===== src/design/sha_pkg.sv =====
`default_nettype none
package sha_pkg;

  typedef enum logic [2:0] {
    ST_IDLE,
    ST_ROUND,
    ST_FOLD,
    ST_PAD,
    ST_OUT
  } state_t;

  localparam logic [31:0] IV [8] = '{
    32'h6a09e667, 32'hbb67ae85, 32'h3c6ef372, 32'ha54ff53a,
    32'h510e527f, 32'h9b05688c, 32'h1f83d9ab, 32'h5be0cd19};

  localparam logic [31:0] ROUND_K [64] = '{
    32'h428a2f98, 32'h71374491, 32'hb5c0fbcf, 32'he9b5dba5,
    32'h3956c25b, 32'h59f111f1, 32'h923f82a4, 32'hab1c5ed5,
    32'hd807aa98, 32'h12835b01, 32'h243185be, 32'h550c7dc3,
    32'h72be5d74, 32'h80deb1fe, 32'h9bdc06a7, 32'hc19bf174,
    32'he49b69c1, 32'hefbe4786, 32'h0fc19dc6, 32'h240ca1cc,
    32'h2de92c6f, 32'h4a7484aa, 32'h5cb0a9dc, 32'h76f988da,
    32'h983e5152, 32'ha831c66d, 32'hb00327c8, 32'hbf597fc7,
    32'hc6e00bf3, 32'hd5a79147, 32'h06ca6351, 32'h14292967,
    32'h27b70a85, 32'h2e1b2138, 32'h4d2c6dfc, 32'h53380d13,
    32'h650a7354, 32'h766a0abb, 32'h81c2c92e, 32'h92722c85,
    32'ha2bfe8a1, 32'ha81a664b, 32'hc24b8b70, 32'hc76c51a3,
    32'hd192e819, 32'hd6990624, 32'hf40e3585, 32'h106aa070,
    32'h19a4c116, 32'h1e376c08, 32'h2748774c, 32'h34b0bcb5,
    32'h391c0cb3, 32'h4ed8aa4a, 32'h5b9cca4f, 32'h682e6ff3,
    32'h748f82ee, 32'h78a5636f, 32'h84c87814, 32'h8cc70208,
    32'h90befffa, 32'ha4506ceb, 32'hbef9a3f7, 32'hc67178f2};

  localparam logic [7:0] PAD_BYTE = 8'h80;
  localparam logic [5:0] LEN_POS  = 6'd56;

  function automatic logic [31:0] ror(input logic [31:0] x, input int n);
    ror = (x >> n) | (x << (32 - n));
  endfunction

endpackage
`default_nettype wire


===== src/design/sha256_byte_stream_hasher.sv =====
// SHA-256 hasher fed one message byte per request.
// Input channel: in_data_byte/in_has_byte/in_end_of_message with
// in_valid/in_ready. A request with in_has_byte=0 and no end is dropped.
// Result channel: out_digest_word/out_word_index/out_last_word with
// out_valid/out_ready; eight requests per message, word 0 first.
// Flow: a byte that neither fills the block nor ends the message leaves
// in_ready high. A byte that fills the block starts the compression: 64
// rounds on the shared round unit, then the fold, during which in_ready
// is low. At end of message the pad byte, the length and one or two
// compressions run, then the eight digest words go out one per cycle as
// the receiver takes them.
// The message schedule is a 16-word sliding window; one W word is
// produced per round alongside the round.
// A stalled receiver holds the current digest word; nothing else moves
// until all eight are taken. After the last word the chaining value is
// back at the initial hash and the next message can start.
// Reset (rst_n low, synchronous) loads the initial hash and clears the
// byte count, bit count and block buffer.
`default_nettype none
module sha256_byte_stream_hasher (
  input  wire         clk,
  input  wire         rst_n,
  input  wire         in_valid,
  output logic        in_ready,
  input  wire  [7:0]  in_data_byte,
  input  wire         in_has_byte,
  input  wire         in_end_of_message,
  output logic        out_valid,
  input  wire         out_ready,
  output logic [31:0] out_digest_word,
  output logic [2:0]  out_word_index,
  output logic        out_last_word
);
  import sha_pkg::*;

  state_t state_r, state_nxt;
  logic [31:0] h_r [8];
  logic [31:0] v_r [8];
  logic [31:0] w_r [16];
  logic [5:0]  pos_r;
  logic [63:0] bits_r;
  logic [5:0]  rnd_r;
  logic        fin_r;       // end of message pending
  logic        padded_r;    // pad byte placed
  logic        len_done_r;  // length words placed
  logic [2:0]  oidx_r;

  // control decodes
  logic acc, do_round, do_fold, do_pad, out_fire;
  logic [7:0] put_b;
  logic put_en, len_en;

  assign acc = in_valid && in_ready;
  assign out_fire = out_valid && out_ready;

  // next state
  always_comb begin
    state_nxt = state_r;
    unique case (state_r)
      ST_IDLE: begin
        if (acc) begin
          if (in_has_byte && pos_r == 6'd63) state_nxt = ST_ROUND;
          else if (in_end_of_message) state_nxt = ST_PAD;
        end
      end
      ST_ROUND: if (rnd_r == 6'd63) state_nxt = ST_FOLD;
      ST_FOLD: begin
        if (!fin_r) state_nxt = ST_IDLE;
        else if (len_done_r) state_nxt = ST_OUT;
        else state_nxt = ST_PAD;
      end
      ST_PAD: begin
        // pad byte first; the length follows in the same block when it fits
        if (padded_r || pos_r >= LEN_POS) state_nxt = ST_ROUND;
      end
      ST_OUT: if (out_fire && oidx_r == 3'd7) state_nxt = ST_IDLE;
      default: state_nxt = ST_IDLE;
    endcase
  end

  // outputs / controls
  always_comb begin
    in_ready = 1'b0;
    do_round = 1'b0;
    do_fold  = 1'b0;
    do_pad   = 1'b0;
    out_valid = 1'b0;
    unique case (state_r)
      ST_IDLE:  in_ready = 1'b1;
      ST_ROUND: do_round = 1'b1;
      ST_FOLD:  do_fold = 1'b1;
      ST_PAD:   do_pad = 1'b1;
      ST_OUT:   out_valid = 1'b1;
      default: ;
    endcase
  end

  // byte write into window: input byte, or pad byte
  assign put_en = (acc && in_has_byte) || (do_pad && !padded_r);
  assign put_b  = do_pad ? PAD_BYTE : in_data_byte;
  // length goes in after the pad byte: in the cycle after it when it fits, else after that block's compression
  assign len_en = do_pad && padded_r;

  // round unit
  logic [31:0] s0, s1, wnew, big1, ch, t1, big0, maj;
  always_comb begin
    s0   = ror(w_r[1], 7) ^ ror(w_r[1], 18) ^ (w_r[1] >> 3);
    s1   = ror(w_r[14], 17) ^ ror(w_r[14], 19) ^ (w_r[14] >> 10);
    wnew = w_r[0] + s0 + w_r[9] + s1;
    big1 = ror(v_r[4], 6) ^ ror(v_r[4], 11) ^ ror(v_r[4], 25);
    ch   = (v_r[4] & v_r[5]) ^ (~v_r[4] & v_r[6]);
    t1   = v_r[7] + big1 + ch + ROUND_K[rnd_r] + w_r[0];
    big0 = ror(v_r[0], 2) ^ ror(v_r[0], 13) ^ ror(v_r[0], 22);
    maj  = (v_r[0] & v_r[1]) ^ (v_r[0] & v_r[2]) ^ (v_r[1] & v_r[2]);
  end

  always_ff @(posedge clk) begin
    if (!rst_n) begin
      state_r <= ST_IDLE;
      pos_r <= '0;
      bits_r <= '0;
      rnd_r <= '0;
      fin_r <= 1'b0;
      padded_r <= 1'b0;
      len_done_r <= 1'b0;
      oidx_r <= '0;
      for (int i = 0; i < 8; i++) begin
        h_r[i] <= IV[i];
        v_r[i] <= IV[i];
      end
      for (int i = 0; i < 16; i++) w_r[i] <= '0;
    end else begin
      state_r <= state_nxt;
      if (acc) begin
        if (in_has_byte) bits_r <= bits_r + 64'd8;
        if (in_end_of_message) fin_r <= 1'b1;
      end
      if (put_en) begin
        w_r[pos_r[5:2]][{~pos_r[1:0], 3'b000} +: 8] <= put_b;
        pos_r <= pos_r + 6'd1;
        if (do_pad) padded_r <= 1'b1;
      end
      if (len_en) begin
        w_r[14] <= bits_r[63:32];
        w_r[15] <= bits_r[31:0];
        len_done_r <= 1'b1;
      end
      if (do_round) begin
        for (int i = 0; i < 15; i++) w_r[i] <= w_r[i+1];
        w_r[15] <= wnew;
        v_r[7] <= v_r[6];
        v_r[6] <= v_r[5];
        v_r[5] <= v_r[4];
        v_r[4] <= v_r[3] + t1;
        v_r[3] <= v_r[2];
        v_r[2] <= v_r[1];
        v_r[1] <= v_r[0];
        v_r[0] <= t1 + big0 + maj;
        rnd_r <= rnd_r + 6'd1;
      end
      if (do_fold) begin
        for (int i = 0; i < 8; i++) begin
          h_r[i] <= h_r[i] + v_r[i];
          v_r[i] <= h_r[i] + v_r[i];
        end
        for (int i = 0; i < 16; i++) w_r[i] <= '0;
        pos_r <= '0;
      end
      if (state_r == ST_OUT && out_fire) begin
        oidx_r <= oidx_r + 3'd1;
        if (oidx_r == 3'd7) begin
          for (int i = 0; i < 8; i++) begin
            h_r[i] <= IV[i];
            v_r[i] <= IV[i];
          end
          bits_r <= '0;
          fin_r <= 1'b0;
          padded_r <= 1'b0;
          len_done_r <= 1'b0;
        end
      end
    end
  end

  assign out_digest_word = h_r[oidx_r];
  assign out_word_index  = oidx_r;
  assign out_last_word   = (oidx_r == 3'd7);

  property p_ready_idle;
    @(posedge clk) disable iff (!rst_n) in_ready |-> !out_valid;
  endproperty
  a_ready_idle: assert property (p_ready_idle) else $error("ready while emitting");

  a_round_wrap: assert property (@(posedge clk) disable iff (!rst_n)
    (state_r == ST_FOLD) |-> (rnd_r == 6'd0))
    else $error("fold before 64 rounds");

  a_out_len: assert property (@(posedge clk) disable iff (!rst_n)
    (state_r == ST_OUT) |-> (fin_r && len_done_r))
    else $error("digest without length block");

  a_idx_hold: assert property (@(posedge clk) disable iff (!rst_n)
    (out_valid && !out_ready) |=> $stable(oidx_r))
    else $error("word index moved under stall");

endmodule
`default_nettype wire

===== config.mk =====
export PLATFORM = sky130hd
export DESIGN_NAME = sha256_byte_stream_hasher
export DESIGN_NICKNAME = d
export VERILOG_FILES = /design/src/design/sha_pkg.sv /design/src/design/sha256_byte_stream_hasher.sv
export SDC_FILE = /design/constraint.sdc
export NUM_CORES = 2
export LEC_CHECK = 0
export BUFFER_PORTS_ARGS = -buffer_cell sky130_fd_sc_hd__buf_2
export CAP_MARGIN = 15
export CORE_UTILIZATION = 40
export CTS_BUF_LIST = sky130_fd_sc_hd__clkbuf_4 sky130_fd_sc_hd__clkbuf_8 sky130_fd_sc_hd__clkbuf_16
export DETAILED_ROUTE_END_ITERATION = 8
export MAX_ROUTING_LAYER = met4
export PLACE_DENSITY = 0.54
export SETUP_SLACK_MARGIN = 0.3
export SKIP_CTS_REPAIR_TIMING = 1
export SLEW_MARGIN = 20
export SYNTH_ARGS = -nofsm -noshare
export SYNTH_HDL_FRONTEND = slang
export SYNTH_SLANG_ARGS = --single-unit

===== constraint.sdc =====
create_clock -name clk -period 17.48 [get_ports clk]
set_input_delay 0.874 -clock clk [delete_from_list [all_inputs] [get_ports clk]]
set_output_delay 0.874 -clock clk [all_outputs]
set_load 0.005 [all_outputs]

==> flow_summary.ini <==
[run_status]
status = finished clean

[global_routing]
overflow = 0
grt.total_usage_pct = 28.7
first_global_vias = 57636
grt_max_degree = 158
antenna_found_initial = 3
grt_pass1_wl_um = 386000

[synth]
avgSynthCellArea_sq_um = 9.69
synth_top_area_share_pct = 33.9
yosys_warnings = 0
synth_top_family_by_area = compound AO/OA/AOI/OAI gates
synthesis.nets = 8214
synthAdderAreaFrac_pct = 12.1
netlist_area_sq_um = 73700
synth_cell_types = 92
ys_ff_latch = 1109
synth_area_leaders = edfxtp_1, dfxtp_1, ha_1
async_reset_ff_share_pct = 0
synthTopCellsByCount = nand2_1, edfxtp_1, o21ai_0
synth_xor_area_share_pct = 7.47
synth-edff-count = 832
yosys.cell_count.top_type = nand2_1
synth_flop_cell = edfxtp_1
synth_compound_area_share_pct = 18.7
synth-simple-area-share_pct = 13.0
synthCells = 7606
yosysSeqAreaShare_pct = 41.4
yosys.area.top_type = edfxtp_1
synth_mux_area_share_pct = 3.38

[critical_path]
cp_max_fo = 31
crit_top_cell = a21oi_1
start_kind = register
cp-end-kind = register
critPathKind = reg -> reg
worstPathRequired_ns = 18.02
cp_data_arrival_time_ns = 11.54
slowest_delay_ns = 0.69
critPathSlowestCell = ha_1

[placed_design]
portBuffers = 51
dp_hpwl_um = 195000
routabilityCongestion = 1.04
place_area_sq_um = 76300

[route]
drt_iter0_drc = 5643
via_per_inst = 5.91
via_count = 59340
routed_wl_um = 264000
post_drt_wl_per_cell_um = 26.3
drcViolationCount = 0
drtAntennaViolNets = 0
drtPass1Iterations = 6

[die]
io_pins = 52
die_y_um = 431
start_util_pct = 40.3
dieArea_sq_um = 186000
num_rows = 157
core_area_sq_um = 183000
chipWidth_um = 431

[final_layout]
fin_nets = 8067
final_cell_area_sq_um = 80700
area_growth_pct = 9.51
drive_gt1_share_pct = 7.79

[cts]
htreeDepth = 4
path_clk_slew_ns = 0.06
cts_tree = built
cts_buffer_depth = 3
root_buffer = clkbuf_16
cts_sinks = 1109
clk_latency_ns = 0.80
cts_buffers = 136

[sta]
hold_violations = 0
fin_setup_tns_ns = 0
tightest_slew_ns = 1.18
drv_slew = 0
fmax_mhz = 90.9
timing.final.crit_share_pct = 62.9
fin_crit_ns = 11.00
max-slew-margin-rel_pct = 20.8
whs_ns = 0.402
rsz0062_at_grt = no
setup_viol = 0
fin_skew_ns = 0.0293

[hold_path]
hold_class = in -> reg

[run]
cap_viol_max_count = 0
-- placed cells by master, fill, tap and decap left out, types with 47 or more instances in the layout --
cell	count
mux2_2	57
nor3_1	83
xnor2_1	421
edfxtp_1	832
o21bai_1	47
buf_4	89
nor2_1	386
nor2b_1	61
ha_1	399
nand2b_1	107
a22o_1	62
fa_1	195
inv_1	337
o21ai_0	778
buf_2	51
nand3_1	269
xor2_1	208
dfxtp_1	270
clkbuf_16	136
nand2_1	968
mux4_2	72
a21o_1	226
a21oi_1	495
o21a_1	115
-- flip-flops by register name (all words and copies together) (netlist names), named ones only --
register,count
fin_r,1
h_r,256
v_r,256
out_word_index,3
w_r,512
padded_r,1
len_done_r,1
bits_r,61
pos_r,6
state_r,3
rnd_r,6
-- through the flow --
stage               cells  utilization (%)  setup slack (ns)
floorplan            7606                -              8.34
CTS                 10032             44.1              6.66
global route        10034             44.1              5.93
finish              10037             44.1              6.48
detailed placement   9784             41.7              6.70
global placement     9784             41.7              6.78
-- cell families after synthesis --
family                     after synthesis
buffers and inverters                  771
muxes                                  152
AOI/OAI and AO/OA                     2220
and+or+nand+nor                       2128
xor gates and xnor gates               629
adders and majority gates              597
DFF                                   1109
-- layout make-up --
type / count / area, sq um
Antenna cell: 4 / 10.0
Timing Repair Buffer: 143 / 983
Clock buffer: 177 / 3770
Sequential cell: 1109 / 30500
Multi-Input combinational cell: 5726 / 40400
Clock inverter: 71 / 638
Inverter: 343 / 1290
Fill cell: 17728 / 102000
Tap cell: 2464 / 3080
-- routing by layer --
layer	routed length [um]	global-route usage (%)	part of all wire (%)	vias up
li1	-	-	-	27126
met1	111000	36.5	42	29625
met2	126000	46.8	48	2107
met3	14800	3.17	5.6	482
met4	12100	11.5	4.6	0
met5	0	-	0	-
-- critical path, delay by kind of cell, from the launching register on --
family                   cells  cell delay [ns]
AND/OR/NAND/NOR              4             0.82
multiplexers                 1             0.47
adder cells (fa/ha/maj)      7             3.36
AO/OA/AOI/OAI               21             4.31
buffers and inverters        5             1.03
flip-flops                   1             0.30
XOR/XNOR                     3             0.43
-- path summary, 6_finish.rpt --
check,startpoint,endpoint,slack [ns],cells past startpoint
worst max-delay path,rnd_r[0],v_r[0][31],6.48,41
worst min-delay path,in_end_of_message,fin_r,0.40,3
worst max register to register,rnd_r[0],v_r[0][31],6.48,41
worst min register to register,h_r[5][29],h_r[5][29],0.47,2
Power is left out: the tool's default activity adds up to more than one toggle a clock period on the data nets, which glitch-free logic cannot reach.
